**src/sv/gum_pkg.sv**
```systemverilog
// ----------------------------------------------------------------------------
// gum_pkg: shared types and constants of the unsharp mask block
// Payload structures, configuration register indexes and reset values,
// arithmetic widths and the command bundle between controller and datapath.
// ----------------------------------------------------------------------------
package gum_pkg;

   localparam int PIXEL_W       = 8;
   localparam int WEIGHT_W      = 16;
   localparam int WIDTH_REG_W   = 11;
   localparam int HEIGHT_REG_W  = 12;
   localparam int MODE_W        = 2;
   localparam int ROW_W         = HEIGHT_REG_W + 1;
   localparam int CSR_IDX_W     = 3;
   localparam int CSR_DATA_W    = 16;
   localparam int DEF_MAX_WIDTH = 1024;
   localparam int DIV_CNT_W     = $clog2(PIXEL_W);
   localparam int SHARP_FRAC    = 12;

   localparam int P_W     = WEIGHT_W + PIXEL_W;
   localparam int Q_W     = WEIGHT_W + PIXEL_W + 1;
   localparam int R_W     = WEIGHT_W + PIXEL_W + 2;
   localparam int NC_W    = 2 * WEIGHT_W + PIXEL_W + 2;
   localparam int NS_W    = 2 * WEIGHT_W + PIXEL_W + 3;
   localparam int NUM_W   = 2 * WEIGHT_W + PIXEL_W + 4;
   localparam int WSUM_W  = WEIGHT_W + 2;
   localparam int DEN_W   = 2 * WEIGHT_W + 4;
   localparam int DIFF_W  = PIXEL_W + 1;
   localparam int PROD_W  = WEIGHT_W + PIXEL_W + 2;
   localparam int TOT_W   = WEIGHT_W + PIXEL_W + 3;

   localparam logic [PIXEL_W-1:0] PIXEL_MAX = '1;

   localparam logic [CSR_IDX_W-1:0] REG_IMAGE_WIDTH  = 3'd0;
   localparam logic [CSR_IDX_W-1:0] REG_IMAGE_HEIGHT = 3'd1;
   localparam logic [CSR_IDX_W-1:0] REG_BORDER_MODE  = 3'd2;
   localparam logic [CSR_IDX_W-1:0] REG_VERT_CENTER  = 3'd3;
   localparam logic [CSR_IDX_W-1:0] REG_VERT_SIDE    = 3'd4;
   localparam logic [CSR_IDX_W-1:0] REG_HORIZ_CENTER = 3'd5;
   localparam logic [CSR_IDX_W-1:0] REG_HORIZ_SIDE   = 3'd6;
   localparam logic [CSR_IDX_W-1:0] REG_SHARPEN      = 3'd7;

   localparam logic [MODE_W-1:0] MODE_ZERO       = 2'd0;
   localparam logic [MODE_W-1:0] MODE_MIRROR     = 2'd1;
   localparam logic [MODE_W-1:0] MODE_RENORM     = 2'd2;
   localparam logic [MODE_W-1:0] MODE_MIRROR_ALT = 2'd3;

   localparam logic [WIDTH_REG_W-1:0]  RST_IMAGE_WIDTH  = 11'd512;
   localparam logic [HEIGHT_REG_W-1:0] RST_IMAGE_HEIGHT = 12'd512;
   localparam logic [MODE_W-1:0]       RST_BORDER_MODE  = MODE_MIRROR;
   localparam logic [WEIGHT_W-1:0]     RST_CENTER       = 16'd29614;
   localparam logic [WEIGHT_W-1:0]     RST_SIDE         = 16'd17961;
   localparam logic [WEIGHT_W-1:0]     RST_SHARPEN      = 16'd4096;

   typedef struct packed {
      logic [PIXEL_W-1:0] pixel_in;
      logic               frame_start;
   } req_type;

   typedef struct packed {
      logic [PIXEL_W-1:0] pixel_out;
      logic               row_end;
      logic               frame_end;
   } rsp_type;

   typedef struct packed {
      logic [WIDTH_REG_W-1:0]  image_width;
      logic [HEIGHT_REG_W-1:0] image_height;
      logic [MODE_W-1:0]       border_mode;
      logic [WEIGHT_W-1:0]     vert_center_weight;
      logic [WEIGHT_W-1:0]     vert_side_weight;
      logic [WEIGHT_W-1:0]     horiz_center_weight;
      logic [WEIGHT_W-1:0]     horiz_side_weight;
      logic [WEIGHT_W-1:0]     sharpen_amount;
   } cfg_type;

   typedef struct packed {
      logic                 pix_load;
      logic                 pix_zero;
      logic                 ram_rd;
      logic                 shift;
      logic                 top_valid;
      logic                 mid_valid;
      logic                 kern_load;
      logic                 edge_pix;
      logic                 top_out;
      logic                 bot_out;
      logic                 left_out;
      logic                 right_out;
      logic                 step_prod;
      logic                 step_rowsum;
      logic                 step_scale;
      logic                 step_accum;
      logic                 step_div;
      logic [DIV_CNT_W-1:0] div_bit;
      logic                 step_final;
      logic                 out_load;
      logic                 row_end;
      logic                 frame_end;
   } cmd_type;

   typedef struct packed {
      logic out_free;
   } status_type;

endpackage

```
**src/sv/gum_ctrl.sv**
```systemverilog
// ----------------------------------------------------------------------------
// gum_ctrl: sequencing controller of the unsharp mask block
// Tracks the raster position, decides which result each pixel produces and
// steps the datapath through line store access, blur and sharpening.
// ----------------------------------------------------------------------------
module gum_ctrl #(
   parameter int MAX_WIDTH = gum_pkg::DEF_MAX_WIDTH
) (
   input  logic                         clock,
   input  logic                         reset,
   input  logic                         req_valid,
   output logic                         req_stall,
   input  logic                         frame_start,
   input  gum_pkg::cfg_type             cfg,
   input  gum_pkg::status_type          status,
   output gum_pkg::cmd_type             cmd,
   output logic [$clog2(MAX_WIDTH)-1:0] ram_addr
);

   localparam int CW = $clog2(MAX_WIDTH);
   localparam int WW = (CW + 1 > gum_pkg::WIDTH_REG_W) ? CW + 1 : gum_pkg::WIDTH_REG_W;
   localparam int RW = gum_pkg::ROW_W;

   typedef enum logic [3:0] {
      ST_IDLE, ST_LOAD, ST_PROD, ST_ROWSUM, ST_SCALE, ST_ACCUM, ST_DIV, ST_FINAL, ST_EMIT
   } state_type;

   state_type                         state_ff, state_in;
   logic [CW-1:0]                     col_ff, col_in, ic_ff, ic_in;
   logic [RW-1:0]                     row_ff, row_in;
   logic                              active_ff, active_in;
   logic                              do_shift_ff, do_shift_in, do_result_ff, do_result_in;
   logic                              edge_ff, edge_in, top_valid_ff, top_valid_in;
   logic                              mid_valid_ff, mid_valid_in;
   logic                              top_out_ff, top_out_in, bot_out_ff, bot_out_in;
   logic                              left_out_ff, left_out_in;
   logic                              frame_end_ff, frame_end_in;
   logic [gum_pkg::DIV_CNT_W-1:0]     div_cnt_ff, div_cnt_in;

   logic [WW-1:0]                     w_eff, col0, ic_plus;
   logic [gum_pkg::HEIGHT_REG_W-1:0]  h_eff;
   logic [RW-1:0]                     row0, ir, h_plus;
   logic [CW-1:0]                     ic;
   logic                              act0, wrap, gone, last, edge_pix, normal, accept;

   always_comb begin
      if (WW'(cfg.image_width) < WW'(2)) begin
         w_eff = WW'(2);
      end else if (WW'(cfg.image_width) > WW'(MAX_WIDTH)) begin
         w_eff = WW'(MAX_WIDTH);
      end else begin
         w_eff = WW'(cfg.image_width);
      end
      h_eff = (cfg.image_height < gum_pkg::HEIGHT_REG_W'(2)) ?
              gum_pkg::HEIGHT_REG_W'(2) : cfg.image_height;
      h_plus = RW'(h_eff) + RW'(1);
   end

   assign req_stall = (state_ff != ST_IDLE);
   assign accept    = req_valid && !req_stall;

   always_comb begin
      act0     = frame_start || active_ff;
      col0     = frame_start ? '0 : WW'(col_ff);
      row0     = frame_start ? '0 : row_ff;
      wrap     = col0 >= w_eff;
      ic       = wrap ? '0 : col0[CW-1:0];
      ir       = wrap ? row0 + RW'(1) : row0;
      gone     = ir > h_plus;
      last     = ir == h_plus;
      edge_pix = (ic == '0) && (ir >= RW'(2));
      normal   = !last && (ic != '0) && (ir != '0);
      ic_plus  = WW'(ic) + WW'(1);
   end

   always_comb begin
      state_in     = state_ff;
      col_in       = col_ff;
      row_in       = row_ff;
      active_in    = active_ff;
      ic_in        = ic_ff;
      do_shift_in  = do_shift_ff;
      do_result_in = do_result_ff;
      edge_in      = edge_ff;
      top_valid_in = top_valid_ff;
      mid_valid_in = mid_valid_ff;
      top_out_in   = top_out_ff;
      bot_out_in   = bot_out_ff;
      left_out_in  = left_out_ff;
      frame_end_in = frame_end_ff;
      div_cnt_in   = div_cnt_ff;
      case (state_ff)
         ST_IDLE: begin
            if (accept && act0) begin
               active_in = !gone && !last;
               if (ic_plus >= w_eff) begin
                  col_in = '0;
                  row_in = ir + RW'(1);
               end else begin
                  col_in = ic_plus[CW-1:0];
                  row_in = ir;
               end
               ic_in        = ic;
               do_shift_in  = !last;
               do_result_in = edge_pix || normal;
               edge_in      = edge_pix;
               top_valid_in = ir >= RW'(2);
               mid_valid_in = ir >= RW'(1);
               top_out_in   = edge_pix ? (ir == RW'(2)) : (ir == RW'(1));
               bot_out_in   = edge_pix ? (ir >= h_plus) : (ir >= RW'(h_eff));
               left_out_in  = !edge_pix && (ic == CW'(1));
               frame_end_in = edge_pix && last;
               if (!gone) begin
                  state_in = ST_LOAD;
               end
            end
         end
         ST_LOAD:   state_in = do_result_ff ? ST_PROD : ST_IDLE;
         ST_PROD:   state_in = ST_ROWSUM;
         ST_ROWSUM: state_in = ST_SCALE;
         ST_SCALE:  state_in = ST_ACCUM;
         ST_ACCUM: begin
            if (cfg.border_mode == gum_pkg::MODE_RENORM) begin
               div_cnt_in = gum_pkg::DIV_CNT_W'(gum_pkg::PIXEL_W - 1);
               state_in   = ST_DIV;
            end else begin
               state_in = ST_FINAL;
            end
         end
         ST_DIV: begin
            if (div_cnt_ff == '0) begin
               state_in = ST_FINAL;
            end else begin
               div_cnt_in = div_cnt_ff - gum_pkg::DIV_CNT_W'(1);
            end
         end
         ST_FINAL: state_in = ST_EMIT;
         ST_EMIT: begin
            if (status.out_free) begin
               state_in = ST_IDLE;
            end
         end
         default: state_in = ST_IDLE;
      endcase
   end

   always_ff @(posedge clock) begin
      if (reset) begin
         state_ff  <= ST_IDLE;
         col_ff    <= '0;
         row_ff    <= '0;
         active_ff <= 1'b1;
      end else begin
         state_ff  <= state_in;
         col_ff    <= col_in;
         row_ff    <= row_in;
         active_ff <= active_in;
      end
      ic_ff        <= ic_in;
      do_shift_ff  <= do_shift_in;
      do_result_ff <= do_result_in;
      edge_ff      <= edge_in;
      top_valid_ff <= top_valid_in;
      mid_valid_ff <= mid_valid_in;
      top_out_ff   <= top_out_in;
      bot_out_ff   <= bot_out_in;
      left_out_ff  <= left_out_in;
      frame_end_ff <= frame_end_in;
      div_cnt_ff   <= div_cnt_in;
   end

   assign ram_addr = (state_ff == ST_IDLE) ? ic : ic_ff;

   always_comb begin
      cmd             = '0;
      cmd.pix_load    = accept;
      cmd.pix_zero    = ir >= RW'(h_eff);
      cmd.ram_rd      = accept;
      cmd.shift       = (state_ff == ST_LOAD) && do_shift_ff;
      cmd.kern_load   = (state_ff == ST_LOAD) && do_result_ff;
      cmd.top_valid   = top_valid_ff;
      cmd.mid_valid   = mid_valid_ff;
      cmd.edge_pix    = edge_ff;
      cmd.top_out     = top_out_ff;
      cmd.bot_out     = bot_out_ff;
      cmd.left_out    = left_out_ff;
      cmd.right_out   = edge_ff;
      cmd.step_prod   = state_ff == ST_PROD;
      cmd.step_rowsum = state_ff == ST_ROWSUM;
      cmd.step_scale  = state_ff == ST_SCALE;
      cmd.step_accum  = state_ff == ST_ACCUM;
      cmd.step_div    = state_ff == ST_DIV;
      cmd.div_bit     = div_cnt_ff;
      cmd.step_final  = state_ff == ST_FINAL;
      cmd.out_load    = (state_ff == ST_EMIT) && status.out_free;
      cmd.row_end     = edge_ff;
      cmd.frame_end   = frame_end_ff;
   end

endmodule

```
**config.mk**
```make
export PLATFORM = sky130hd
export DESIGN_NAME = gum_ctrl
export DESIGN_NICKNAME = d
export VERILOG_FILES = /design/src/sv/gum_pkg.sv /design/src/sv/gum_ctrl.sv
export SDC_FILE = /design/constraint.sdc
export NUM_CORES = 1
export LEC_CHECK = 0
export BUFFER_PORTS_ARGS = -buffer_cell sky130_fd_sc_hd__clkbuf_2
export CAP_MARGIN = 25
export CORE_ASPECT_RATIO = 2
export CORE_MARGIN = 1.5
export CORE_UTILIZATION = 32
export DETAILED_ROUTE_END_ITERATION = 7
export GPL_ROUTABILITY_DRIVEN = 0
export PLACE_DENSITY_LB_ADDON = 0.2
export SETUP_SLACK_MARGIN = 0.1
export SYNTH_ARGS = -nofsm -noshare
export SYNTH_HDL_FRONTEND = slang
export SYNTH_SLANG_ARGS = --single-unit
```
**constraint.sdc**
```tcl
create_clock -name clock -period 14.17 [get_ports clock]
set_clock_uncertainty 0.05 [all_clocks]
set_input_delay 0.7085 -clock clock [delete_from_list [all_inputs] [get_ports clock]]
set_output_delay 0.7085 -clock clock [all_outputs]
set_load 0.02 [all_outputs]
```
# Yosys cells after proc, flatten, opt, wreduce, memory -nomap -nowiden
# Index checks and enable logic that the tools add are counted.
[op_classes] bitwise_logic=0 n_lt_le_gt_ge=10 n_mul=0 shift=0 div=0 reduce_logical=27 addsub=5 n_eq_ne=19 muxes=22
[ops] cell="10-bit two-way mux" n=4
[ops] cell="13-bit two-way mux" n=3
[ops] cell="4-bit case mux with 9 select lines" n=1
[ops] cell="13-bit by 1-bit adder with 13-bit output (second input constant)" n=2
[ops] cell="11-bit two-way mux" n=2
[ops] cell="4-bit by 3-bit equality test with 1-bit output (second input constant)" n=4
[ops] cell="4-bit two-way mux" n=4
[ops] cell="12-bit by 1-bit adder with 13-bit output (second input constant)" n=1
[ops] cell="13-bit by 1-bit equality test with 1-bit output (second input constant)" n=1
[ops] cell="13-bit equality test" n=1
[ops] cell="13-bit by 2-bit equality test with 1-bit output (second input constant)" n=1
[ops] cell="13-bit by 1-bit greater-or-equal comparator with 1-bit output (second input constant)" n=1
[ops] cell="13-bit by 12-bit greater-or-equal comparator with 1-bit output" n=1
[ops] cell="13-bit greater-or-equal comparator" n=1
[ops] cell="13-bit by 2-bit greater-or-equal comparator with 1-bit output (second input constant)" n=1
[ops] cell="13-bit greater-than comparator" n=1
[ops] cell="13-bit nonzero test" n=1
[ops] cell="12-bit by 2-bit less-than comparator with 1-bit output (second input constant)" n=1
[ops] cell="12-bit two-way mux" n=1
[ops] cell="10-bit by 1-bit adder with 11-bit output (second input constant)" n=1
[ops] cell="10-bit by 11-bit greater-or-equal comparator with 1-bit output" n=1
[ops] cell="11-bit greater-or-equal comparator" n=1
[ops] cell="11-bit greater-than comparator (second input constant)" n=1
[ops] cell="1-bit logical AND" n=11
[ops] cell="24 further kinds" n=36
[totals] memories=0 latchBits=0 rom_bits=0 reg_bits=50 out_inout_bits=35 inputBits=110 elab_cells=98 ramBits=0

# Longest topological paths before layout
[depth] word_depth=10 ltp_mapped=28 ltp_nobuf=26

# Least setup slack after synthesis
# No wires, ideal clock.
[synth_timing] path_type="input-to-reg" from="input cfg[99] (netlist name)" to="register row_ff[12]" setup_ns=0.075 stages=25 arrival_time_ns=6.516 slack_ns=7.529 n_path_buf=1 t_required_ns=14.045 path_cell_list="nor4_1 -> nand2_1 -> o31ai_1 -> nand2_1 -> ha_1 -> a41o_1 -> a21oi_1 -> o21ai_1 -> a21oi_1 -> clkbuf_1 -> nand3_1 -> inv_1 -> ha_1 -> nand2_1 -> nor3_1 -> and4_1 -> xor2_1 -> ha_1 -> o211a_1 -> nand2_1 -> o311a_1 -> a211o_1 -> or4b_4 -> or4_1 -> a31oi_1"
[synth_via] elab_chain_len=8 elab_cells_between_ends=11 classes_between="add/sub (2); order compare (4); mux (5)"
[synth_lines] element="from (decl)" line_no="gum_ctrl.sv:14" rtl="input gum_pkg::cfg_type cfg,"
[synth_lines] element="11-bit greater-than comparator" line_no="gum_ctrl.sv:49" rtl="end else if (WW'(cfg.image_width) > WW'(MAX_WIDTH)) begin"
[synth_lines] element="11-bit two-way mux" line_no="gum_ctrl.sv:49"
[synth_lines] element="11-bit two-way mux (*)" line_no="gum_ctrl.sv:47" rtl="if (WW'(cfg.image_width) < WW'(2)) begin"
[synth_lines] element="10-bit by 11-bit greater-or-equal comparator with 1-bit output (*)" line_no="gum_ctrl.sv:66" rtl="wrap = col0 >= w_eff;"
[synth_lines] element="10-bit two-way mux (*)" line_no="gum_ctrl.sv:67" rtl="ic = wrap ? '0 : col0[CW-1:0];"
[synth_lines] element="net ic[0]" line_no="gum_ctrl.sv:43" rtl="logic [CW-1:0] ic;"
[synth_lines] element="10-bit by 1-bit adder with 11-bit output (*)" line_no="gum_ctrl.sv:73" rtl="ic_plus = WW'(ic) + WW'(1);"
[synth_lines] element="11-bit greater-or-equal comparator (*)" line_no="gum_ctrl.sv:96" rtl="if (ic_plus >= w_eff) begin"
[synth_lines] element="13-bit two-way mux (*)" line_no="gum_ctrl.sv:96"
[synth_lines] element="to (signal assigned)" line_no="gum_ctrl.sv:156" rtl="row_ff <= row_in;"
[synth_lines] element="to (decl)" line_no="gum_ctrl.sv:30" rtl="logic [RW-1:0] row_ff, row_in;"
# The timed path passes the listed nets; every way through them passes the cells marked *.
# A chain may end at the register's enable or synchronous reset.

# Worst setup path in the final report
[layout_timing] from="input frame_start" to="register row_ff[12]"
[layout_via] elab_chain_len=6 elab_cells_between_ends=13 classes_between="add/sub (3); order compare (2); mux (5); reduce/logical (3)"
[layout_lines] element="from (decl)" line_no="gum_ctrl.sv:13" rtl="input logic frame_start,"
[layout_lines] element="10-bit two-way mux (*)" line_no="gum_ctrl.sv:64" rtl="col0 = frame_start ? '0 : WW'(col_ff);"
[layout_lines] element="10-bit by 11-bit greater-or-equal comparator with 1-bit output" line_no="gum_ctrl.sv:66"
[layout_lines] element="10-bit two-way mux (*)" line_no="gum_ctrl.sv:67"
[layout_lines] element="net ic[0]" line_no="gum_ctrl.sv:43"
[layout_lines] element="10-bit by 1-bit adder with 11-bit output (*)" line_no="gum_ctrl.sv:73"
[layout_lines] element="11-bit greater-or-equal comparator (*)" line_no="gum_ctrl.sv:96"
[layout_lines] element="13-bit two-way mux (*)" line_no="gum_ctrl.sv:96"
# Marks and branches as above.

==> metrics.yaml <==
clock_tree:
  cts.repair.resized: 0
  cts_made_buffers: 5
  post_cts_hold_buffer_count: 0
  cts_tree: "built"
  numClockSinks: 50
  htree_num_levels: 2
  cts_max_path_buffers: 2
  clk-insertion-delay-late_ps: 300
  post_cts.repair.setup_buffers: 0
  clk_pin_slew_worst_paths_ps: 70
  clockRootBuffer: "sky130_fd_sc_hd__clkbuf_16"
worst_hold_path:
  holdCritPathClass: "flip-flop to flip-flop"
global_routing:
  grt_max_degree: 34
  grt_antenna_before_repair: 0
  global_route_wire_length_before_repair_um: 25000
  via_count_of_the_first_global_routing_pass: 4849
  overflow: 0
  grt_use_total_pct: 19.4
die:
  floorplan.io_pins: 145
  fp.coreArea_um2: 15300
  die_x_um: 91.3
  std_cell_rows: 64
  effective_utilization_at_floorplan_pct: 32.6
  dieHeight_um: 180
  die_area_um2: 16400
sta:
  fmaxAchievable_mhz: 121
  setup-tns-final_ps: 0
  setup_repair_after_global_routing_missed_its_margin: "no"
  min_period_over_period_pct: 58.4
  timing.final.crit_period_ps: 8280
  finalMaxSlewViolations: 0
  relSlewSlack_pct: 35.6
  worst-slew-pin-transition_ps: 967
  finalSetupViolCount: 0
  timing.final.hold_violations: 0
  finalHoldWorstSlack_ps: 479
route:
  route.antenna.remaining_nets: 0
  dr.first_iter.drc_count: 299
  avgRoutedWirePerCell_um: 18.2
  via_count: 4932
  via_per_inst: 5.65
  remaining_drc_errors: 0
  totalWireLength_um: 15900
  drt-pass1-iter-count: 5
yosys:
  yosys-mux-area-fraction_pct: 1.51
  synth_top_family_by_area: "simple AND/OR/NAND/NOR gates"
  synth_fa_ha_area_share_pct: 14.3
  yosysUniqueCellTypes: 71
  yosysTopAreaCellShare_pct: 14.3
  synth_compound_area_share_pct: 19.9
  synth-edff-count: 22
  synth-warning-count: 0
  netlist_top_cells_area: "sky130_fd_sc_hd__ha_1, sky130_fd_sc_hd__edfxtp_1, sky130_fd_sc_hd__dfxtp_1"
  synthSimpleGateAreaFrac_pct: 28.0
  ys_seq_area_share_pct: 24.5
  ys_seq_elements: 50
  synth.net_count: 797
  postSynth.asyncResetShare_pct: 0
  post_synth.cell_area_avg_um2: 7.91
  synth_top_cell_by_area: "sky130_fd_sc_hd__ha_1"
  synth_xor_area_share_pct: 5.27
  syn_area_um2: 4980
  postSynth.topFlopCell: "sky130_fd_sc_hd__dfxtp_1"
  netlist_instances: 630
pwr:
  power_leakage_uw: 0.00240
  power_per_cell_area_nw_per_um2: 104
  vdd_drop_max_mv: 0.0448
critical_path:
  end_kind: "flip-flop"
  cp_data_required_time_ps: 14350
  critical_path_peak_fanout: 33
  crit_path_cell_trace: "clkbuf_2 > inv_1 > nand2_1 > inv_1 > ha_1 > a41o_1 > a21oi_1 > o21ai_1 > a21oi_1 > nand3_1 > inv_1 > ha_1 > nand2_1 > nor3_1 > and4_1 > xor2_1 > ha_1 > o211a_1 > nand2_1 > o311a_1 > a211o_1 > or4b_4 > or4_1 > a31oi_1"
  cpMaxStageDelayCell: "sky130_fd_sc_hd__a21oi_1"
  worst_setup_path_start_kind: "primary input"
  worst-setup-path-type: "primary input to flip-flop"
  cp.arrival_ps: 8460
  largest_incremental_delay_on_the_critical_path_ps: 860
place:
  dp_hpwl_um: 12900
  dp_cells: 865
  port_buffers: 64
final_layout:
  post_route_cells_drive_above_1_share_pct: 14.2
  antenna_cells_inserted: 0
  layout.cells.most_common: "sky130_fd_sc_hd__nand2_1"
  most_frequent_cells_in_the_layout: "sky130_fd_sc_hd__nand2_1, sky130_fd_sc_hd__clkbuf_2, sky130_fd_sc_hd__nor2_1, sky130_fd_sc_hd__ha_1, sky130_fd_sc_hd__inv_1"
  flow.area_growth_from_synthesis_pct: 12.3
  post_layout_nonfiller_instances: 873
  nNetsFinal: 841
status:
  outcome: "complete, no violations"
job:
  drv_cap: 0
==> metal layers <==
metal	vias up	part of all wire, %	global-route usage, %
li1	2405	-	-
met1	2309	34	17.4
met2	155	57	39.0
met3	63	2.6	1.52
met4	0	7.0	13.7
met5	-	0	0
==> cells by family after synthesis <==
group	count (synthesis)
simple gates	273
fa+ha+maj	57
buf+inv	73
flops	50
compound gates	140
xor+xnor	30
mux	7
==> power breakdown <==
group	internal, uW	switching, uW	leakage [uW]
sequential	183	20.3	0.000431
clock	71.1	57.4	0.0000770
combinational	84.2	164	0.00189
total	338	242	0.00240
==> cell type report <==
| cell class | count | area [um2] |
|---|---|---|
| clock inverters | 2 | 17.5 |
| fillers | 1640 | 9700 |
| inverters | 35 | 131 |
| multi-input cells | 507 | 3440 |
| well taps | 198 | 248 |
| clock buffers | 6 | 139 |
| repair buffers | 75 | 403 |
| flip-flops and latches | 50 | 1220 |
==> critical path, delay by kind of cell <==
| family | cells | cell delay, ps |
|---|---|---|
| AO/OA/AOI/OAI | 8 | 2990 |
| XOR/XNOR | 1 | 350 |
| adder cells (fa/ha/maj) | 3 | 800 |
| buffers and inverters | 4 | 1320 |
| AND/OR/NAND/NOR | 8 | 2270 |
==> stage by stage <==
step / area [um2] / util, % / power [uW] / worst slack, ps
floorplan: 4980 / - / 388 / 7530
global placement: 5440 / 35.6 / 453 / 5770
detailed placement: 5440 / 35.6 / 457 / 5730
CTS: 5600 / 36.6 / 586 / 6020
global route: 5600 / 36.6 / 617 / 5470
finish: 5600 / 36.6 / 581 / 5890
==> final timing paths <==
check | start | endpoint | slack (ps) | cells after the start
min reg2reg | active_ff | active_ff | 480 | 2
max reg2reg | col_ff[6] | row_ff[12] | 7070 | 22
max | frame_start | row_ff[12] | 5890 | 24
min | active_ff | active_ff | 480 | 2
==> state kept, by name, summed over array words and instances, names as in the netlist, 3 cells and up <==
register and flops:
state_ff 4, ic_ff 10, col_ff 10, div_cnt_ff 3, row_ff 13
==> cell usage after synthesis, types with 3 or more instances <==
library cell / number
sky130_fd_sc_hd__nand3_1: 29
sky130_fd_sc_hd__nor2_1: 58
sky130_fd_sc_hd__buf_4: 13
sky130_fd_sc_hd__clkbuf_1: 21
sky130_fd_sc_hd__xnor2_1: 22
sky130_fd_sc_hd__a311oi_1: 4
sky130_fd_sc_hd__nor3b_1: 4
sky130_fd_sc_hd__o21ai_0: 20
sky130_fd_sc_hd__o21a_1: 7
sky130_fd_sc_hd__or4_1: 6
sky130_fd_sc_hd__o31ai_1: 8
sky130_fd_sc_hd__a21oi_1: 22
sky130_fd_sc_hd__nand4_1: 14
sky130_fd_sc_hd__o211ai_1: 6
sky130_fd_sc_hd__nor4_1: 14
sky130_fd_sc_hd__nor2b_1: 18
sky130_fd_sc_hd__nand2b_1: 11
sky130_fd_sc_hd__o311a_1: 4
sky130_fd_sc_hd__o31a_1: 3
sky130_fd_sc_hd__edfxtp_1: 22
sky130_fd_sc_hd__o211a_1: 3
sky130_fd_sc_hd__and2_1: 7
sky130_fd_sc_hd__xor2_1: 8
sky130_fd_sc_hd__o21ai_1: 4
sky130_fd_sc_hd__a22oi_1: 10
sky130_fd_sc_hd__and4_1: 4
sky130_fd_sc_hd__and3_1: 8
sky130_fd_sc_hd__mux2i_1: 3
sky130_fd_sc_hd__nor3_1: 15
sky130_fd_sc_hd__mux2_2: 4
sky130_fd_sc_hd__inv_1: 35
sky130_fd_sc_hd__nand2_1: 70
sky130_fd_sc_hd__a31oi_1: 9
sky130_fd_sc_hd__dfxtp_1: 28
sky130_fd_sc_hd__a21o_1: 4
sky130_fd_sc_hd__a211oi_1: 10
sky130_fd_sc_hd__ha_1: 57
sky130_fd_sc_hd__a211o_1: 3
sky130_fd_sc_hd__or3_1: 3
(Power assumes the default switching activity.)
